<file path="config.mk">
export PLATFORM = sky130hd
export DESIGN_NAME = url_percent_encoder_unit_flat
export DESIGN_NICKNAME = d
export VERILOG_FILES = /design/src/rtl/urlenc_pkg.sv /design/src/rtl/urlenc_in_if.sv /design/src/rtl/urlenc_out_if.sv /design/src/rtl/urlenc_cfg_if.sv /design/src/rtl/url_percent_encoder_unit.sv /design/src/rtl/urlenc_encode.sv /design/src/rtl/urlenc_emit.sv /design/src/flat_wrapper.sv
export SDC_FILE = /design/constraint.sdc
export NUM_CORES = 1
export LEC_CHECK = 0
export ABC_AREA = 1
export BUFFER_PORTS_ARGS = -buffer_cell sky130_fd_sc_hd__buf_2
export CAP_MARGIN = 20
export CORE_MARGIN = 5
export CORE_UTILIZATION = 59
export DETAILED_ROUTE_END_ITERATION = 10
export GPL_TIMING_DRIVEN = 1
export PLACE_DENSITY = 0.9
export SYNTH_ARGS = -nofsm -noshare
export SYNTH_HDL_FRONTEND = slang
export SYNTH_SLANG_ARGS = --single-unit
</file>
<file path="constraint.sdc">
create_clock -name clk -period 6 [get_ports clk]
set_clock_uncertainty 0.2 [all_clocks]
set_input_delay 0.3 -clock clk [delete_from_list [all_inputs] [get_ports clk]]
set_output_delay 0.3 -clock clk [all_outputs]
set_load 0.02 [all_outputs]
</file>
<file path="src/rtl/urlenc_pkg.sv">
// Package with the shared types, constants and character class functions of the URL encoder.
`default_nettype none
package urlenc_pkg;

    localparam int CFG_INDEX_W = 8;
    localparam int CFG_DATA_W  = 8;
    localparam int STATUS_W    = 16;

    localparam logic [CFG_INDEX_W-1:0] REG_PART_SELECT   = 8'd0;
    localparam logic [CFG_INDEX_W-1:0] REG_ESCAPE_AST    = 8'd1;
    localparam logic [CFG_INDEX_W-1:0] REG_SPACE_PLUS    = 8'd2;
    localparam logic [CFG_INDEX_W-1:0] REG_SPACE_PERCENT = 8'd3;

    localparam logic [2:0] PART_HOST     = 3'd0;
    localparam logic [2:0] PART_PATH     = 3'd1;
    localparam logic [2:0] PART_SEGMENT  = 3'd2;
    localparam logic [2:0] PART_QKEY     = 3'd3;
    localparam logic [2:0] PART_QVALUE   = 3'd4;
    localparam logic [2:0] PART_FRAGMENT = 3'd5;
    localparam logic [2:0] PART_USERINFO = 3'd6;
    localparam logic [2:0] PART_FORM     = 3'd7;

    localparam logic [7:0] CHAR_PERCENT = 8'h25;
    localparam logic [7:0] CHAR_PLUS    = 8'h2B;
    localparam logic [7:0] CHAR_SPACE   = 8'h20;
    localparam logic [7:0] CHAR_STAR    = 8'h2A;
    localparam logic [3:0] NIBBLE_MASK  = 4'hF;

    typedef struct packed {
        logic [2:0] part_select;
        logic       escape_asterisk;
        logic       force_space_plus;
        logic       force_space_percent;
    } cfg_t;

    // What one accepted byte produces: up to three data results and an optional status.
    typedef struct packed {
        logic [1:0]          data_n;
        logic                escape;
        logic [7:0]          src_char;
        logic [7:0]          emit_char;
        logic                has_status;
        logic [STATUS_W-1:0] count;
        logic                fits;
    } plan_t;

    function automatic logic is_unres(input logic [7:0] c);
        is_unres = (c >= "A" && c <= "Z") || (c >= "a" && c <= "z") ||
                   (c >= "0" && c <= "9") || c == "-" || c == "." ||
                   c == "_" || c == "~";
    endfunction

    function automatic logic is_sub(input logic [7:0] c);
        is_sub = c == "!" || c == "$" || c == "&" || c == 8'h27 || c == "(" ||
                 c == ")" || c == "*" || c == "+" || c == "," || c == ";" ||
                 c == "=";
    endfunction

    function automatic logic is_path_char(input logic [7:0] c);
        is_path_char = is_unres(c) || is_sub(c) || c == ":" || c == "@";
    endfunction

    function automatic logic passes_in_part(input logic [7:0] c, input logic [2:0] sel);
        logic amp_eq;
        amp_eq = (c == "&") || (c == "=");
        case (sel)
            PART_HOST:     passes_in_part = is_unres(c) || is_sub(c) || c == "[" ||
                                            c == "]" || c == ":";
            PART_PATH:     passes_in_part = (c == "/") || (!amp_eq && is_path_char(c));
            PART_SEGMENT:  passes_in_part = !amp_eq && is_path_char(c);
            PART_QKEY:     passes_in_part = !amp_eq && c != "/" && c != "?" &&
                                            is_path_char(c);
            PART_QVALUE:   passes_in_part = !amp_eq &&
                                            (is_path_char(c) || c == "/" || c == "?");
            PART_FRAGMENT: passes_in_part = is_path_char(c) || c == "/" || c == "?";
            PART_USERINFO: passes_in_part = is_unres(c) || is_sub(c);
            default:       passes_in_part = is_unres(c);
        endcase
    endfunction

    function automatic logic [7:0] hex_digit(input logic [3:0] n);
        if (n < 4'd10)
        begin
            hex_digit = 8'h30 + {4'd0, n};
        end
        else
        begin
            hex_digit = 8'h37 + {4'd0, n};
        end
    endfunction

endpackage
`default_nettype wire

</file>
<file path="src/rtl/urlenc_in_if.sv">
// Interface for the input byte channel of the URL encoder.
`default_nettype none
interface urlenc_in_if;
    logic        valid;
    logic        ready;
    logic [7:0]  data_byte;
    logic        first_of_string;
    logic        last_of_string;
    logic [15:0] out_capacity;
    logic [15:0] source_length;

    modport source (output valid, data_byte, first_of_string, last_of_string,
                    out_capacity, source_length, input ready);
    modport sink (input valid, data_byte, first_of_string, last_of_string,
                  out_capacity, source_length, output ready);
endinterface
`default_nettype wire

</file>
<file path="src/rtl/urlenc_out_if.sv">
// Interface for the result channel of the URL encoder.
`default_nettype none
interface urlenc_out_if;
    logic        valid;
    logic        ready;
    logic [7:0]  out_char;
    logic        is_status;
    logic [15:0] written_count;
    logic        fits;
    logic        end_of_run;

    modport source (output valid, out_char, is_status, written_count, fits, end_of_run,
                    input ready);
    modport sink (input valid, out_char, is_status, written_count, fits, end_of_run,
                  output ready);
endinterface
`default_nettype wire

</file>
<file path="src/rtl/urlenc_cfg_if.sv">
// Interface for the configuration write channel of the URL encoder.
`default_nettype none
interface urlenc_cfg_if;
    logic       valid;
    logic       ready;
    logic [7:0] index;
    logic [7:0] data;

    modport source (output valid, index, data, input ready);
    modport sink (input valid, index, data, output ready);
endinterface
`default_nettype wire

</file>
<file path="src/rtl/url_percent_encoder_unit.sv">
// Top level of the URL percent encoder: configuration, string state and result sequencing.
// The first result of an item passes through the plan register and then the output register.
// Throughput: one result per cycle while the output is ready; the next item waits at the input
// until the last of an item's results (one to four) moves out, set by the single result port.
// Reset clears the string state and returns the registers to form part, no asterisk escape
// and the default space rule.
`default_nettype none
module url_percent_encoder_unit #(
    parameter int COUNT_BITS = 16
) (
    input  wire logic     clk,
    input  wire logic     rst_n,
    urlenc_in_if.sink     in_ch,
    urlenc_out_if.source  out_ch,
    urlenc_cfg_if.sink    cfg_ch
);
    import urlenc_pkg::*;

    localparam int CW = COUNT_BITS;
    localparam logic [32:0] CNT_MAX = (33'd1 << CW) - 33'd1;

    cfg_t          cfg_reg;
    logic [CW-1:0] wp_reg;
    logic [CW-1:0] cap_reg;
    logic          ovf_reg;
    logic [CW-1:0] wp_next;
    logic          ovf_next;

    logic          accept;
    logic          can_load;
    logic          escape;
    logic [7:0]    emit_char;
    logic [32:0]   cap_wide;
    logic [CW-1:0] cap_sat;
    logic [CW-1:0] wp_eff;
    logic [CW-1:0] cap_eff;
    logic          ovf_eff;
    logic          fit1;
    logic          fit3;
    logic [1:0]    data_n;
    logic [32:0]   wp_wide;
    plan_t         plan;
    logic          load;

    assign cfg_ch.ready = 1'b1;
    assign in_ch.ready  = can_load;
    assign accept       = in_ch.valid && can_load;

    urlenc_encode u_encode (
        .data_byte (in_ch.data_byte),
        .cfg       (cfg_reg),
        .escape    (escape),
        .emit_char (emit_char)
    );

    always_comb
    begin
        cap_wide = {17'd0, in_ch.out_capacity};
        cap_sat  = (cap_wide > CNT_MAX) ? CNT_MAX[CW-1:0] : cap_wide[CW-1:0];
        if (in_ch.first_of_string)
        begin
            wp_eff  = '0;
            cap_eff = cap_sat;
            ovf_eff = in_ch.out_capacity < in_ch.source_length;
        end
        else
        begin
            wp_eff  = wp_reg;
            cap_eff = cap_reg;
            ovf_eff = ovf_reg;
        end

        fit1 = {2'b0, cap_eff} > {2'b0, wp_eff};
        fit3 = {2'b0, cap_eff} >= ({2'b0, wp_eff} + (CW+2)'(3));

        data_n   = 2'd0;
        ovf_next = ovf_eff;
        if (!ovf_eff)
        begin
            if (escape)
            begin
                if (fit3)
                begin
                    data_n = 2'd3;
                end
                else
                begin
                    ovf_next = 1'b1;
                end
            end
            else if (fit1)
            begin
                data_n = 2'd1;
            end
            else
            begin
                ovf_next = 1'b1;
            end
        end
        wp_next = wp_eff + CW'(data_n);
        wp_wide = 33'(wp_next);

        plan.data_n     = data_n;
        plan.escape     = escape;
        plan.src_char   = in_ch.data_byte;
        plan.emit_char  = emit_char;
        plan.has_status = in_ch.last_of_string;
        plan.count      = wp_wide[STATUS_W-1:0];
        plan.fits       = !ovf_next;

        load = accept && ((data_n != 2'd0) || in_ch.last_of_string);
    end

    urlenc_emit u_emit (
        .clk      (clk),
        .rst_n    (rst_n),
        .load     (load),
        .plan     (plan),
        .can_load (can_load),
        .out_ch   (out_ch)
    );

    always_ff @(posedge clk or negedge rst_n)
    begin
        if (!rst_n)
        begin
            cfg_reg.part_select         <= PART_FORM;
            cfg_reg.escape_asterisk     <= 1'b0;
            cfg_reg.force_space_plus    <= 1'b0;
            cfg_reg.force_space_percent <= 1'b0;
            wp_reg  <= '0;
            cap_reg <= '0;
            ovf_reg <= 1'b0;
        end
        else
        begin
            if (cfg_ch.valid)
            begin
                case (cfg_ch.index)
                    REG_PART_SELECT:   cfg_reg.part_select         <= cfg_ch.data[2:0];
                    REG_ESCAPE_AST:    cfg_reg.escape_asterisk     <= cfg_ch.data[0];
                    REG_SPACE_PLUS:    cfg_reg.force_space_plus    <= cfg_ch.data[0];
                    REG_SPACE_PERCENT: cfg_reg.force_space_percent <= cfg_ch.data[0];
                    default:           ;
                endcase
            end
            if (accept)
            begin
                wp_reg  <= wp_next;
                cap_reg <= cap_eff;
                ovf_reg <= ovf_next;
            end
        end
    end
endmodule
`default_nettype wire

</file>
<file path="src/rtl/urlenc_encode.sv">
// Character classifier that decides whether a byte is escaped and what plain byte it becomes.
`default_nettype none
module urlenc_encode (
    input  wire logic [7:0]       data_byte,
    input  wire urlenc_pkg::cfg_t cfg,
    output logic                  escape,
    output logic [7:0]            emit_char
);
    import urlenc_pkg::*;

    logic plus_space;

    always_comb
    begin
        if (cfg.force_space_plus)
        begin
            plus_space = 1'b1;
        end
        else if (cfg.force_space_percent)
        begin
            plus_space = 1'b0;
        end
        else
        begin
            plus_space = (cfg.part_select == PART_FORM);
        end

        emit_char = data_byte;
        if (data_byte == CHAR_SPACE)
        begin
            escape = !plus_space;
            if (plus_space)
            begin
                emit_char = CHAR_PLUS;
            end
        end
        else if (data_byte == CHAR_STAR)
        begin
            escape = cfg.escape_asterisk;
        end
        else
        begin
            escape = !passes_in_part(data_byte, cfg.part_select);
        end
    end
endmodule
`default_nettype wire

</file>
<file path="src/rtl/urlenc_emit.sv">
// Result sequencer that holds one item's plan and feeds its results into the output register.
`default_nettype none
module urlenc_emit (
    input  wire logic              clk,
    input  wire logic              rst_n,
    input  wire logic              load,
    input  wire urlenc_pkg::plan_t plan,
    output logic                   can_load,
    urlenc_out_if.source           out_ch
);
    import urlenc_pkg::*;

    logic          pend_valid_reg;
    logic          pend_valid_next;
    plan_t         plan_reg;
    logic [1:0]    idx_reg;
    logic [1:0]    idx_next;
    logic          out_valid_reg;
    logic [7:0]    out_char_reg;
    logic          is_status_reg;
    logic [15:0]   count_reg;
    logic          fits_reg;
    logic          eor_reg;

    logic [2:0]    total;
    logic          move;
    logic          is_last;
    logic [7:0]    cur_char;
    logic          cur_status;

    assign total   = {1'b0, plan_reg.data_n} + {2'b0, plan_reg.has_status};
    assign move    = pend_valid_reg && (!out_valid_reg || out_ch.ready);
    assign is_last = ({1'b0, idx_reg} == (total - 3'd1));
    assign can_load = !pend_valid_reg || (move && is_last);

    always_comb
    begin
        cur_status = ({1'b0, idx_reg} >= {1'b0, plan_reg.data_n});
        if (!plan_reg.escape)
        begin
            cur_char = plan_reg.emit_char;
        end
        else
        begin
            case (idx_reg)
                2'd0:    cur_char = CHAR_PERCENT;
                2'd1:    cur_char = hex_digit(plan_reg.src_char[7:4]);
                2'd2:    cur_char = hex_digit(plan_reg.src_char[3:0] & NIBBLE_MASK);
                default: cur_char = 8'd0;
            endcase
        end
        if (cur_status)
        begin
            cur_char = 8'd0;
        end
    end

    always_comb
    begin
        pend_valid_next = pend_valid_reg;
        idx_next        = idx_reg;
        if (move)
        begin
            if (is_last)
            begin
                pend_valid_next = 1'b0;
            end
            else
            begin
                idx_next = idx_reg + 2'd1;
            end
        end
        if (load)
        begin
            pend_valid_next = 1'b1;
            idx_next        = 2'd0;
        end
    end

    always_ff @(posedge clk or negedge rst_n)
    begin
        if (!rst_n)
        begin
            pend_valid_reg <= 1'b0;
            idx_reg        <= 2'd0;
            out_valid_reg  <= 1'b0;
        end
        else
        begin
            pend_valid_reg <= pend_valid_next;
            idx_reg        <= idx_next;
            if (move)
            begin
                out_valid_reg <= 1'b1;
            end
            else if (out_ch.ready)
            begin
                out_valid_reg <= 1'b0;
            end
        end
    end

    always_ff @(posedge clk)
    begin
        if (load)
        begin
            plan_reg <= plan;
        end
        if (move)
        begin
            out_char_reg  <= cur_char;
            is_status_reg <= cur_status;
            count_reg     <= cur_status ? plan_reg.count : 16'd0;
            fits_reg      <= cur_status && plan_reg.fits;
            eor_reg       <= is_last;
        end
    end

    assign out_ch.valid         = out_valid_reg;
    assign out_ch.out_char      = out_char_reg;
    assign out_ch.is_status     = is_status_reg;
    assign out_ch.written_count = count_reg;
    assign out_ch.fits          = fits_reg;
    assign out_ch.end_of_run    = eor_reg;
endmodule
`default_nettype wire

</file>
<file path="src/flat_wrapper.sv">
// flat-port wrapper written by rule: the top's interface ports become plain ports
module url_percent_encoder_unit_flat import urlenc_pkg::*;
#(
    parameter int COUNT_BITS = 16
)
  (clk, rst_n, in_ch_valid, in_ch_data_byte, in_ch_first_of_string, in_ch_last_of_string, in_ch_out_capacity, in_ch_source_length, in_ch_ready, out_ch_valid, out_ch_out_char, out_ch_is_status, out_ch_written_count, out_ch_fits, out_ch_end_of_run, out_ch_ready, cfg_ch_valid, cfg_ch_index, cfg_ch_data, cfg_ch_ready);
  urlenc_in_if in_ch_i ();
  urlenc_out_if out_ch_i ();
  urlenc_cfg_if cfg_ch_i ();
  input  wire logic clk;
  input  wire logic rst_n;
  input wire logic [$bits(in_ch_i.valid)-1:0] in_ch_valid;
  input wire logic [$bits(in_ch_i.data_byte)-1:0] in_ch_data_byte;
  input wire logic [$bits(in_ch_i.first_of_string)-1:0] in_ch_first_of_string;
  input wire logic [$bits(in_ch_i.last_of_string)-1:0] in_ch_last_of_string;
  input wire logic [$bits(in_ch_i.out_capacity)-1:0] in_ch_out_capacity;
  input wire logic [$bits(in_ch_i.source_length)-1:0] in_ch_source_length;
  output wire logic [$bits(in_ch_i.ready)-1:0] in_ch_ready;
  output wire logic [$bits(out_ch_i.valid)-1:0] out_ch_valid;
  output wire logic [$bits(out_ch_i.out_char)-1:0] out_ch_out_char;
  output wire logic [$bits(out_ch_i.is_status)-1:0] out_ch_is_status;
  output wire logic [$bits(out_ch_i.written_count)-1:0] out_ch_written_count;
  output wire logic [$bits(out_ch_i.fits)-1:0] out_ch_fits;
  output wire logic [$bits(out_ch_i.end_of_run)-1:0] out_ch_end_of_run;
  input wire logic [$bits(out_ch_i.ready)-1:0] out_ch_ready;
  input wire logic [$bits(cfg_ch_i.valid)-1:0] cfg_ch_valid;
  input wire logic [$bits(cfg_ch_i.index)-1:0] cfg_ch_index;
  input wire logic [$bits(cfg_ch_i.data)-1:0] cfg_ch_data;
  output wire logic [$bits(cfg_ch_i.ready)-1:0] cfg_ch_ready;
  assign in_ch_i.valid = in_ch_valid;
  assign in_ch_i.data_byte = in_ch_data_byte;
  assign in_ch_i.first_of_string = in_ch_first_of_string;
  assign in_ch_i.last_of_string = in_ch_last_of_string;
  assign in_ch_i.out_capacity = in_ch_out_capacity;
  assign in_ch_i.source_length = in_ch_source_length;
  assign in_ch_ready = in_ch_i.ready;
  assign out_ch_valid = out_ch_i.valid;
  assign out_ch_out_char = out_ch_i.out_char;
  assign out_ch_is_status = out_ch_i.is_status;
  assign out_ch_written_count = out_ch_i.written_count;
  assign out_ch_fits = out_ch_i.fits;
  assign out_ch_end_of_run = out_ch_i.end_of_run;
  assign out_ch_i.ready = out_ch_ready;
  assign cfg_ch_i.valid = cfg_ch_valid;
  assign cfg_ch_i.index = cfg_ch_index;
  assign cfg_ch_i.data = cfg_ch_data;
  assign cfg_ch_ready = cfg_ch_i.ready;
  url_percent_encoder_unit #(.COUNT_BITS(COUNT_BITS)) u_core (.clk(clk), .rst_n(rst_n), .in_ch(in_ch_i), .out_ch(out_ch_i), .cfg_ch(cfg_ch_i));
endmodule
</file>
==> results_dict.tcl, run 1 <==
set metrics [dict create \
    status "finished, violations left" \
    violations "negative hold slack" \
    holdPathEnd "u_core.cfg_reg[5]" \
    r2r_start "u_core.wp_reg[2]" \
    synth_seq_cells 106 \
    cpMaxStageDelayCell "fa_1" \
    insertion_delay_ns 0.35 \
    nets 1039 \
    tritoncts "done" \
    drive_gt1_share_pct 15.2 \
    htreeDepth 3 \
    drv_cap 0 \
    vias_per_cell 5.28 \
    synthesis.area_um2 6790 \
    fp-row-count 39 \
    diodes 0 \
    whs_ns -0.00154 \
    routedWlPerCell_um 13.6 \
    finalHoldViolCount 1 \
    place_congestion 0.928 \
    grt_overflow_total 0 \
    min_period_ns 5.26 \
    grt_pass1_vias 5228 \
    clock_path_buffers 2 \
    antenna_found_initial 0 \
    hold_depth 3 \
    dp_hpwl_mm 10.7 \
    start_util_pct 59.7 \
    io_buffers 86 \
    multi_input_area_um2 3160 \
    irDropWorstVdd_v 0.000328 \
    crit_arrival_ns 5.32 \
    max_freq_mhz 190 \
    die-area_um2 13800 \
    clk_pin_slew_ns 0.08 \
    grt_start_max_net_pins 59 \
    r2r_cells 29 \
    hold_path_startpoint "cfg_ch_data[2]" \
    area_delta_synth_final_pct 12.6 \
    synth_edf_count 63 \
    fillers 903 \
    drtIter0Drc 374 \
    final.setup.tns_ns 0 \
    grt_usage_pct 21.8 \
    final_max_slew_viol_count 0 \
    critical-path-max-stage-delay_ns 0.46 \
    cp_common_cell "nand2_1" \
    ff_latch_area_um2 2970 \
    via_count 5609 \
    cts_sinks 106 \
    drtAntennaViolNets 0 \
    fp.dieW_um 117 \
    largest_reg_flops 36 \
    cts_root_buf "clkbuf_16" \
    cp-start-kind "flip-flop" \
    core_area_um2 11400 \
    async_flop_share_pct 40.6 \
    yosysSeqAreaShare_pct 43.8 \
    dr.pass1.iters 5 \
    wirelength_mm 14.4 \
    criticalPathCategory "reg -> reg" \
    power.leakage_nw 3.67 \
    crit_required_ns 6.06 \
    rsz0062_at_grt "no" \
    tightest_slew_ns 0.985 \
    hold_path_class "in -> reg" \
    grt_pass1_wl_mm 23.9 \
    period_share_pct 87.7 \
    numCtsBuffers 9 \
    powerDensity_nw_per_um2 360 \
    die_h_um 117 \
    r2r_end "u_core.wp_reg[14]" \
    setup_viol 0 \
    crit_path_end_kind "flip-flop" \
    yosys_warnings 0 \
    slew_headroom_pct 34.4 \
    ys.flop_type "edfxtp_1" \
    synth_fp_nets 956 \
    yosysUniqueCellTypes 44 \
    worst-r2r-setup-slack_ns 0.74 \
    avgSynthCellArea_um2 8.16 \
    crit_buf_inv 5 \
    top_level_ports 93 \
    syn_inst 832 \
    cp_top_family "simple AND/OR/NAND/NOR gates" \
    worstPathMaxFanout 5 \
    drcViolationCount 0 \
]
logic make-up (layout without fill, tap and decap cells):
logic type | after synthesis | count (layout) | share of synthesized area, %
and+or+nand+nor | 333 | 333 | 20.9
buffers and inverters | 173 | 261 | 9.80
AOI/OAI and AO/OA | 128 | 128 | 10.2
DFF | 106 | 106 | 43.8
adders and majority gates | 61 | 61 | 11.3
xor gates and xnor gates | 28 | 28 | 3.61
muxes | 2 | 2 | 0.332
other | 1 | 1 | 0.0552
layout make-up:
class / count / area share (%)
Clock buffer: 10 / 2.99
Inverter: 152 / 7.46
Sequential cell: 106 / 38.8
Timing Repair Buffer: 93 / 6.54
Multi-Input combinational cell: 553 / 41.3
Tap cell: 143 / 2.34
Clock inverter: 6 / 0.556
routing by layer:
layer  part of all wire, %  track usage [%]  up-vias
met2                    47             35.9      229
met5                     0                0        -
li1                      -                -     2841
met1                    44             29.5     2509
met4                   2.1             7.42        0
met3                   7.6             3.24       30
synthesized netlist by cell type (2+ instances only):
library cell	n	area (um2)
nor4_1	3	18.8
dfstp_2	3	78.8
xnor2_1	5	43.8
nand3_1	17	85.1
nand2_1	189	709
nand4_1	6	37.5
mux2_2	2	22.5
inv_2	10	37.5
a22o_1	2	17.5
xor2_1	23	201
dfrtp_1	40	1000
edfxtp_1	63	1890
a22oi_1	4	30.0
o21ai_0	63	315
nand2_2	8	50.1
buf_2	4	20.0
a211oi_1	2	15.0
inv_1	142	533
nor2_2	7	43.8
ha_1	60	751
a21oi_1	40	200
nor2_1	77	289
o21ai_1	7	35.0
nand3_2	4	40.0
o21a_1	3	22.5
clkbuf_1	15	56.3
nor3_1	16	80.1
cells in the final DEF (no fill, tap or decap), types with 10 or more instances in the layout:
master,Yosys,routed
ha_1,60,60
xor2_1,23,23
nand2_1,189,189
dfrtp_1,40,40
buf_2,4,86
nand3_1,17,17
nor3_1,16,16
o21ai_0,63,63
nor2_1,77,76
inv_2,10,10
a21oi_1,40,40
inv_1,142,142
edfxtp_1,63,63
repair_timing:
action / in CTS / in global routing
hold endpoints to repair: 43 / 0
endpoints found under the setup margin: 0 / 0
gates resized for setup: 0 / 0
buffers inserted: 0 / 0
hold buffers: 4 / 0
power breakdown:
part | internal, mW | switching, mW
clock network | 0.283 | 0.272
registers | 1.06 | 0.0732
logic | 0.345 | 0.725
how the worst max path moves through the flow:
stage / slack, ns / depth (start not counted) / start / to
2_1_floorplan: 1.46 / 29 / in_ch_first_of_string / u_core.u_emit.plan_reg[15]
3_3_place_gp: 0.97 / 29 / in_ch_first_of_string / u_core.wp_reg[14]
3_5_place_dp: 0.83 / 29 / in_ch_first_of_string / u_core.wp_reg[14]
4_1_cts: 0.81 / 29 / u_core.wp_reg[2] / u_core.wp_reg[14]
5_1_grt: 0.51 / 29 / u_core.wp_reg[2] / u_core.wp_reg[14]
6_report: 0.74 / 29 / u_core.wp_reg[2] / u_core.wp_reg[14]
through the flow:
| step | instances | power, mW | worst slack (ns) | area, um2 | util (%) |
|---|---|---|---|---|---|
| 2_1_floorplan | 832 | 1.90 | 1.46 | 6790 | - |
| 3_3_place_gp | 1042 | 2.13 | 0.967 | 7320 | 64.4 |
| 3_5_place_dp | 1043 | 2.20 | 0.832 | 7340 | 64.5 |
| 4_1_cts | 1063 | 2.76 | 0.813 | 7650 | 67.3 |
| 5_1_grt | 1063 | 2.95 | 0.507 | 7650 | 67.3 |
| 6_report | 1063 | 2.76 | 0.740 | 7650 | 67.3 |
worst register-to-register path: cells and delay by family (launching register included):
family,cells,cell delay (ns)
simple gates,15,2.20
fa+ha+maj,3,0.96
buf+inv,5,0.55
compound gates,4,0.53
xor+xnor,2,0.39
flops,1,0.33
(Power assumes the default switching activity.)
==> inputs of run 2 (changes only) <==
--- a/config.mk
+++ b/config.mk
@@ -9,10 +9,11 @@
 export BUFFER_PORTS_ARGS = -buffer_cell sky130_fd_sc_hd__buf_2
 export CAP_MARGIN = 20
 export CORE_MARGIN = 5
-export CORE_UTILIZATION = 59
+export CORE_UTILIZATION = 63
 export DETAILED_ROUTE_END_ITERATION = 10
+export GPL_ROUTABILITY_DRIVEN = 0
 export GPL_TIMING_DRIVEN = 1
-export PLACE_DENSITY = 0.9
+export PLACE_DENSITY = 0.94
 export SYNTH_ARGS = -nofsm -noshare
 export SYNTH_HDL_FRONTEND = slang
 export SYNTH_SLANG_ARGS = --single-unit
==> constraint.sdc (replaced) <==
create_clock -name clk -period 6.19 [get_ports clk]
set_clock_uncertainty 0.2 [all_clocks]
set_input_delay 0.3095 -clock clk [delete_from_list [all_inputs] [get_ports clk]]
set_output_delay 0.3095 -clock clk [all_outputs]
set_load 0.02 [all_outputs]
==> run 2 against run 1 <==
Net effect:
- the run now ends clean
- final area down 0.36%
- final cell count up 0.28%
- fmax up 2.1%
- sequential power down 4%
- worst setup slack better by 0.30 ns
- largest power group unchanged
- via count up 1.2%
- highest routed layer unchanged
- largest cell class unchanged
- critical path depth unchanged
- combinational power down 5%
==> results_dict.tcl, run 2 (synthesis gave the netlist of run 1 again) <==
set metrics [dict create \
    criticalPathCategory "reg -> reg" \
    drcViolationCount 0 \
    p_total_mw 2.52 \
    rsz0062_at_grt "no" \
    grt_usage_pct 22.5 \
    final_max_slew_viol_count 0 \
    dp_hpwl_mm 10.6 \
    hold_depth 1 \
    final_common_cell "nand2_1" \
    diodes 0 \
    crit_required_ns 6.29 \
    routedWlPerCell_um 13.2 \
    irDropWorstVdd_v 0.000303 \
    grt_overflow_total 0 \
    largest_reg_flops 36 \
    place_area_um2 7330 \
    die_h_um 114 \
    grt_start_max_net_pins 59 \
    dp_slack_ns 1.01 \
    cp-start-kind "flip-flop" \
    crit_arrival_ns 5.26 \
    crit_path_end_kind "flip-flop" \
    vias_per_cell 5.33 \
    top_level_ports 93 \
    max_freq_mhz 194 \
    cts_root_buf "clkbuf_8" \
    cts-resized-gates 0 \
    fp-row-count 38 \
    tritoncts "done" \
    grt_pass1_wl_mm 23.7 \
    cpMaxStageDelayCell "fa_1" \
    final_core_util_pct 71.3 \
    die-area_um2 13000 \
    drtAntennaViolNets 0 \
    via_count 5677 \
    powerDensity_nw_per_um2 330 \
    slew_headroom_pct 43.3 \
    status "complete, no violations" \
    fillers 768 \
    fp.dieW_um 114 \
    r2r_cells 29 \
    cp_common_cell "nand2_1" \
    cts_setup_buffers 0 \
    cts_sinks 106 \
    numCtsBuffers 9 \
    crit_cells 29 \
    antenna_found_initial 0 \
    area_delta_synth_final_pct 12.2 \
    finalHoldViolCount 0 \
    cp_top_family "simple AND/OR/NAND/NOR gates" \
    min_period_ns 5.15 \
    dr.pass1.iters 5 \
    hold_path_class "in -> reg" \
    period_share_pct 83.3 \
    drv_cap 0 \
    drive_gt1_share_pct 15.4 \
    worstPathMaxFanout 5 \
    drtIter0Drc 395 \
    insertion_delay_ns 0.39 \
    io_buffers 86 \
    cts.hold.buffers_added 9 \
    final_area_um2 7620 \
    start_util_pct 63.5 \
    final_cell_mix "nand2_1 (189), inv_1 (142), buf_2 (86), nor2_1 (76)" \
    critical-path-max-stage-delay_ns 0.47 \
    clk_pin_slew_ns 0.11 \
    crit_buf_inv 5 \
    final.setup.tns_ns 0 \
    core_area_um2 10700 \
    tightest_slew_ns 0.850 \
    wirelength_mm 14.0 \
    worst_slack_ns 1.04 \
    grt_pass1_vias 5346 \
    setup_viol 0 \
    power.leakage_nw 3.65 \
    htreeDepth 3 \
    nets 1045 \
    clock_path_buffers 2 \
]
## run 2: cell count changes in the layout (fill, tap and decap cells not counted), moves of 2 or more
cell / before / now
clkinvlp_4: 0 / 3
inv_8: 0 / 2
clkbuf_8: 0 / 9
clkbuf_16: 9 / 0
dlygate4sd3_1: 4 / 9
clkinv_1: 2 / 0
clkinv_4: 3 / 0
## run 2: power by group
group	switching, mW	internal [mW]	leakage (nW)
Sequential	0.0688	1.02	1.15
Combinational	0.689	0.333	2.42
Clock	0.250	0.151	0.0823
Total	1.01	1.51	3.65
## run 2: final cells by class
| class | instances | area, um2 | share of cell area, % |
|---|---|---|---|
| flip-flops and latches | 106 | 2970 | 39.0 |
| clock buffers | 10 | 128 | 1.67 |
| clock inverters | 6 | 50.0 | 0.657 |
| multi-input cells | 553 | 3160 | 41.4 |
| repair buffers | 99 | 571 | 7.49 |
| well taps | 140 | 175 | 2.30 |
| inverters | 152 | 571 | 7.49 |
## run 2: layer usage
metal  vias to the layer above  share of wire [%]  track usage (%)
li1                       2847                  -                -
met4                         0                3.4             10.8
met1                      2553                 44             30.0
met2                       232                 46             37.1
met5                         -                  0                0
met3                        45                7.3             2.60
## run 2: path summary, 6_finish.rpt
| path | start | slack [ns] | to |
|---|---|---|---|
| worst max-delay path | u_core.wp_reg[2] | 1.04 | u_core.wp_reg[14] |
| worst min-delay path | in_ch_data_byte[1] | 0.02 | u_core.u_emit.plan_reg[27] |
| worst max register to register | u_core.wp_reg[2] | 1.04 | u_core.wp_reg[14] |
| worst min register to register | u_core.u_emit.pend_valid_reg | 0.30 | u_core.u_emit.out_ch.valid |
| max in group asynchronous | rst_n | 5.05 | u_core.wp_reg[2] |
| min in group asynchronous | rst_n | 0.22 | u_core.cap_reg[14] |
## run 2: per-stage QoR
step / hold slack [ns] / cells
after global routing: 0.0136 / 1066
after detailed placement: 0.277 / 1040
after global placement: 0.260 / 1040
after floorplan: -0.186 / 832
final: 0.0221 / 1066
after CTS: 0.000590 / 1065
